==> src/mrac_pkg.sv <==
// shared types, constants and helpers for the adaptive controller
// no dependencies; used by mrac_mac and mrac_adaptive_controller_top
`default_nettype none

package mrac_pkg;

	localparam int NUM_STATES = 3;
	localparam int NUM_GAINS  = NUM_STATES + 1;
	localparam int IDX_W      = $clog2(NUM_GAINS);
	localparam int SENS_IW    = (NUM_STATES > 1) ? $clog2(NUM_STATES) : 1;

	localparam int Q_W     = 32;
	localparam int FRAC    = 16;
	localparam int OP_W    = Q_W + 1;
	localparam int PROD_W  = 2 * OP_W;
	localparam int ACC_W   = 80;
	localparam int SUM_W   = 52;
	localparam int DELTA_W = ACC_W - Q_W;
	localparam int TH_W    = 24;
	localparam int LIMIT_W = 31;

	localparam int CFG_IDX_W  = $clog2(NUM_STATES + 3);
	localparam int CFG_DATA_W = 32;

	localparam logic [CFG_IDX_W-1:0] CFG_RATE_STATE  = CFG_IDX_W'(0);
	localparam logic [CFG_IDX_W-1:0] CFG_RATE_REF    = CFG_IDX_W'(1);
	localparam logic [CFG_IDX_W-1:0] CFG_SENS_BASE   = CFG_IDX_W'(2);
	localparam logic [CFG_IDX_W-1:0] CFG_DRIVE_LIMIT = CFG_IDX_W'(2 + NUM_STATES);

	localparam logic signed [Q_W-1:0] GAIN_ONE    = 32'sh0001_0000;
	localparam logic [LIMIT_W-1:0]    LIMIT_RESET = {LIMIT_W{1'b1}};

	localparam logic signed [SUM_W-1:0] SUM_MAX = {{(SUM_W-Q_W){1'b0}}, 32'h7FFF_FFFF};
	localparam logic signed [SUM_W-1:0] SUM_MIN = {{(SUM_W-Q_W){1'b1}}, 32'h8000_0000};

	typedef struct packed {
		logic signed [Q_W-1:0] plant_pos;
		logic signed [Q_W-1:0] plant_vel;
		logic signed [Q_W-1:0] plant_press;
		logic signed [Q_W-1:0] model_pos;
		logic signed [Q_W-1:0] model_vel;
		logic signed [Q_W-1:0] model_press;
		logic signed [Q_W-1:0] reference;
	} in_data_t;

	typedef struct packed {
		logic signed [Q_W-1:0] drive;
		logic signed [Q_W-1:0] gain_pos;
		logic signed [Q_W-1:0] gain_vel;
		logic signed [Q_W-1:0] gain_press;
		logic signed [Q_W-1:0] gain_ref;
	} out_data_t;

	typedef enum logic [3:0] {
		ST_IDLE,
		ST_DRIVE,
		ST_SIGMA,
		ST_WAIT,
		ST_GAIN_T,
		ST_GAIN_L,
		ST_GAIN_H,
		ST_TAIL,
		ST_FINISH
	} state_t;

	typedef enum logic [2:0] {
		OP_NONE,
		OP_DRIVE,
		OP_SIGMA,
		OP_TPROD,
		OP_LOW,
		OP_HIGH
	} mac_op_t;

	typedef struct packed {
		mac_op_t          op;
		logic [IDX_W-1:0] idx;
		logic             last;
	} mac_tag_t;

	typedef struct packed {
		logic signed [PROD_W-1:0] prod;
		logic signed [ACC_W-1:0]  acc;
		mac_tag_t                 tag_s1;
		mac_tag_t                 tag_s2;
	} mac_stat_t;

	// saturate a wide sum to the signed 32-bit range
	function automatic logic signed [Q_W-1:0] sat_q16(input logic signed [SUM_W-1:0] v);
		logic signed [Q_W-1:0] r;
		if (v > SUM_MAX)
			r = SUM_MAX[Q_W-1:0];
		else if (v < SUM_MIN)
			r = SUM_MIN[Q_W-1:0];
		else
			r = v[Q_W-1:0];
		return r;
	endfunction

endpackage

`default_nettype wire

==> src/mrac_mac.sv <==
// shared multiply-accumulate unit: one 33x33 signed multiplier, registered
// product and an 80-bit accumulator steered by a tag that follows each product
`default_nettype none

module mrac_mac import mrac_pkg::*; (
	input  logic                   clk,
	input  logic                   arst_n,
	input  logic signed [OP_W-1:0] op_a,
	input  logic signed [OP_W-1:0] op_b,
	input  mac_tag_t               issue,
	output mac_stat_t              stat
);

	logic signed [PROD_W-1:0] prod_s1;
	logic signed [ACC_W-1:0]  acc_q;
	logic signed [ACC_W-1:0]  acc_d;
	logic signed [ACC_W-1:0]  p16;
	logic signed [ACC_W-1:0]  pext;
	logic signed [ACC_W-1:0]  phi;
	mac_tag_t                 tag_s1;
	mac_tag_t                 tag_s2;

	always_ff @(posedge clk) begin
		prod_s1 <= op_a * op_b;
		acc_q   <= acc_d;
	end

	always_ff @(posedge clk or negedge arst_n) begin
		if (!arst_n) begin
			tag_s1 <= '{op: OP_NONE, idx: '0, last: 1'b0};
			tag_s2 <= '{op: OP_NONE, idx: '0, last: 1'b0};
		end else begin
			tag_s1 <= issue;
			tag_s2 <= tag_s1;
		end
	end

	// floor of product over 2^16, and the high partial product of t*rate
	assign p16  = ACC_W'(prod_s1 >>> FRAC);
	assign pext = ACC_W'(prod_s1);
	assign phi  = $signed({prod_s1[ACC_W-TH_W-1:0], {TH_W{1'b0}}});

	always_comb begin
		case (tag_s1.op) inside
			OP_DRIVE, OP_SIGMA: begin
				if (tag_s1.idx == '0)
					acc_d = p16;
				else
					acc_d = acc_q + p16;
			end
			OP_LOW:  acc_d = pext;
			OP_HIGH: acc_d = acc_q + phi;
			default: acc_d = acc_q;
		endcase
	end

	assign stat = '{prod: prod_s1, acc: acc_q, tag_s1: tag_s1, tag_s2: tag_s2};

endmodule

`default_nettype wire

==> config.mk <==
export PLATFORM = sky130hd
export DESIGN_NAME = mrac_mac
export DESIGN_NICKNAME = d
export VERILOG_FILES = /design/src/mrac_pkg.sv /design/src/mrac_mac.sv
export SDC_FILE = /design/constraint.sdc
export NUM_CORES = 2
export LEC_CHECK = 0
export ABC_CLOCK_PERIOD_IN_PS = 6100
export BUFFER_PORTS_ARGS = -buffer_cell sky130_fd_sc_hd__buf_2
export CAP_MARGIN = 20
export CELL_PAD_IN_SITES_DETAIL_PLACEMENT = 1
export CELL_PAD_IN_SITES_GLOBAL_PLACEMENT = 1
export CORE_UTILIZATION = 35
export DETAILED_ROUTE_END_ITERATION = 10
export HOLD_SLACK_MARGIN = 0.12
export PLACE_DENSITY_LB_ADDON = 0.1
export SKIP_CTS_REPAIR_TIMING = 1
export SYNTH_ARGS = -nofsm -noshare
export SYNTH_HDL_FRONTEND = slang
export SYNTH_SLANG_ARGS = --single-unit
==> constraint.sdc <==
create_clock -name clk -period 6.1 [get_ports clk]
set_input_delay 1.525 -clock clk [delete_from_list [all_inputs] [get_ports clk]]
set_output_delay 1.525 -clock clk [all_outputs]
set_load 0.02 [all_outputs]
==> impl_metrics.yaml <==
timing:
  rsz0062_at_grt: "true"
  max_freq_mhz: 121.4
  whs_ns: 0.3688
  hold_viol_final: 0
  fin_skew_ns: 0.03991
  fin_crit_sh_pct: 135.1
  tightest_slew_ns: 0.9907
  post-route-min-period_ns: 8.239
  final.setup.worst_slack_ns: -2.139
  final-setup-viol-count: 55
  relSlewSlack_pct: 33.96
  slew_viol_final: 0
placed_design:
  gp_congestion: 0.9325
  hpwlAfterDp_mm: 159.6
  placed_area_um2: 59370
  io_buffers: 231
  place_inst: 8141
  pre_cts_slack_ns: -2.960
clock_tree:
  numCtsBuffers: 25
  clkLatencyLatePin_ns: 0.54
  root_buffer: "clkbuf_16"
  clk_pin_slew_worst_paths_ns: 0.06
  clkSinkCount: 158
  clockBufferDepth: 3
  cts_tree: "done"
  h-tree-depth: 4
setup_path:
  crit_arrival_ns: 8.63
  endpoint_kind: "flop"
  critPathMaxFanout: 8
  start_kind: "input pin"
  crit_type: "in2reg"
  required_ns: 6.49
synth:
  synth.yosys.seq_area_share_pct: 7.780
  synth_most_common_cell: "fa_1"
  synthArstFlopShare_pct: 7.595
  synth_top_area_share_pct: 44.40
  synth_largest_area_cell: "fa_1"
  syn_area_per_cell_um2: 9.053
  synth_edf_count: 80
  synth_area_um2: 51720
  synth_area_leaders: "fa_1, ha_1, inv_1"
  yosys_most_used_dff: "edfxtp_1"
  synth-warning-count: 0
  synth_fp_nets: 7285
  synth_seq_cells: 158
  syn_inst: 5713
  synth_cell_types: 85
  netlist_top_cells_count: "fa_1, inv_1, nand2_1, and2_1, ha_1"
global_route:
  grt_use_total_pct: 24.61
  grt_max_degree: 81
  antenna_found_initial: 6
  gr-total-overflow: 0
  grt_pass1_vias: 45820
  grt_pass1_wl_mm: 283.9
floorplan:
  std_cell_rows: 140
  dieArea_um2: 149300
  ios: 232
  die_h_um: 386.4
  start_util_pct: 35.40
  die_w_um: 386.4
  core-area_um2: 146100
routing:
  drt_iter0_markers: 1970
  wl_per_cell_um: 22.48
  drc_errors: 0
  drtAntennaViolNets: 0
  routed_via_density: 5.038
  firstDrtPassIters: 4
  num_vias: 41420
  wl_mm: 184.8
outcome:
  status: "finished with violations"
  violations: "setup timing"
final_layout:
  drive_gt1_share_pct: 19.08
  fin_nets: 7870
  final_cell_area_um2: 62230
  syn_to_final_growth_pct: 20.33
  layoutNonFillerInstCount: 8222
  ff_latch_area_um2: 4024
  nFillCells: 16850
  multi_input_area_um2: 43840
run:
  cap_violations: 0
min_path:
  hold_class: "reg2reg"
==> cells by family after synthesis <==
kind of cell	synth area share [%]
xor+xnor	3.234
mux	0.2153
simple gates	15.45
flops	7.780
fa+ha+maj	52.89
buf+inv	10.30
compound gates	10.12
==> cell type report <==
class,count,share of cell area (%)
Tap cell,1917,3.854
Sequential cell,158,6.466
Multi-Input combinational cell,4137,70.45
Clock inverter,4,0.03619
Inverter,1141,6.888
Antenna cell,1,0.004021
Timing Repair Buffer,835,11.26
Clock buffer,29,1.045
==> critical path, stage by stage <==
cell and delay (ns):
buf_16 0.13, buf_12 0.14, and2_4 0.15, fa_1 0.51, inv_2 0.04, fa_1 0.53
inv_1 0.05, fa_1 0.50, inv_2 0.04, fa_1 0.42, fa_1 0.56, inv_2 0.04
fa_1 0.46, fa_1 0.53, fa_2 0.59, ha_4 0.22, o21a_1 0.21, a221oi_2 0.28
o31ai_2 0.14, a211o_1 0.40, a2111o_1 0.43, nand2_2 0.11, buf_6 0.12, o21ai_2 0.07
a31o_2 0.23, xor2_1 0.15
==> per-stage QoR <==
stage / utilization (%) / setup TNS (ns)
floorplan: - / -79.63
global placement: 40.64 / -126.38
detailed placement: 40.64 / -128.42
CTS: 41.10 / -98.61
global route: 42.60 / -97.80
finish: 42.60 / -87.32
==> sequential cells by signal, summed over array words and instances (netlist names) <==
name,count
acc_q,80
stat,12
prod_s1,66
==> final timing paths <==
path	cells after the start	slack, ns	endpoint	from
max	26	-2.14	prod_s1[64]$_DFF_P_	op_a[20]
min	0	0.37	stat[0]$_DFF_PN0_	stat[6]$_DFF_PN0_
max reg2reg	13	1.32	acc_q[70]$_DFFE_PP_	prod_s1[17]$_DFF_P_
min reg2reg	0	0.37	stat[0]$_DFF_PN0_	stat[6]$_DFF_PN0_
max in group asynchronous	1	4.99	stat[10]$_DFF_PN0_	arst_n
min in group asynchronous	1	0.89	stat[3]$_DFF_PN0_	arst_n
==> routing by layer <==
layer / global-route usage [%] / share of wire [%]
met2: 40.18 / 47
met3: 1.658 / 3.3
met1: 36.15 / 48
met4: 4.201 / 1.7
met5: 0 / 0.010
==> cells in the final DEF, fill, tap and decap left out, types with 15 or more instances in the layout <==
master,instances
edfxtp_1,80
a211oi_1,47
nand4_1,32
and2_4,35
and2_1,503
o21a_1,25
a21oi_2,28
a31oi_1,28
nor3_1,26
nand2b_1,29
dfxtp_1,66
inv_1,1095
fa_1,1083
o211ai_1,15
clkbuf_16,31
nand2_2,17
fa_2,64
nor2b_1,45
o21ai_2,15
buf_12,50
buf_4,503
xnor2_1,96
ha_1,316
o21ai_0,122
buf_6,81
buf_2,178
nand3_1,43
o21bai_1,34
xnor2_2,17
inv_2,45
nand2_1,697
nor2_1,137
xor2_1,75
a21o_1,115
ha_4,32
and3_1,16
a21oi_1,232
Power is not shown: default switching activity piles up to over one toggle a cycle in this logic, so the estimate is an artifact.
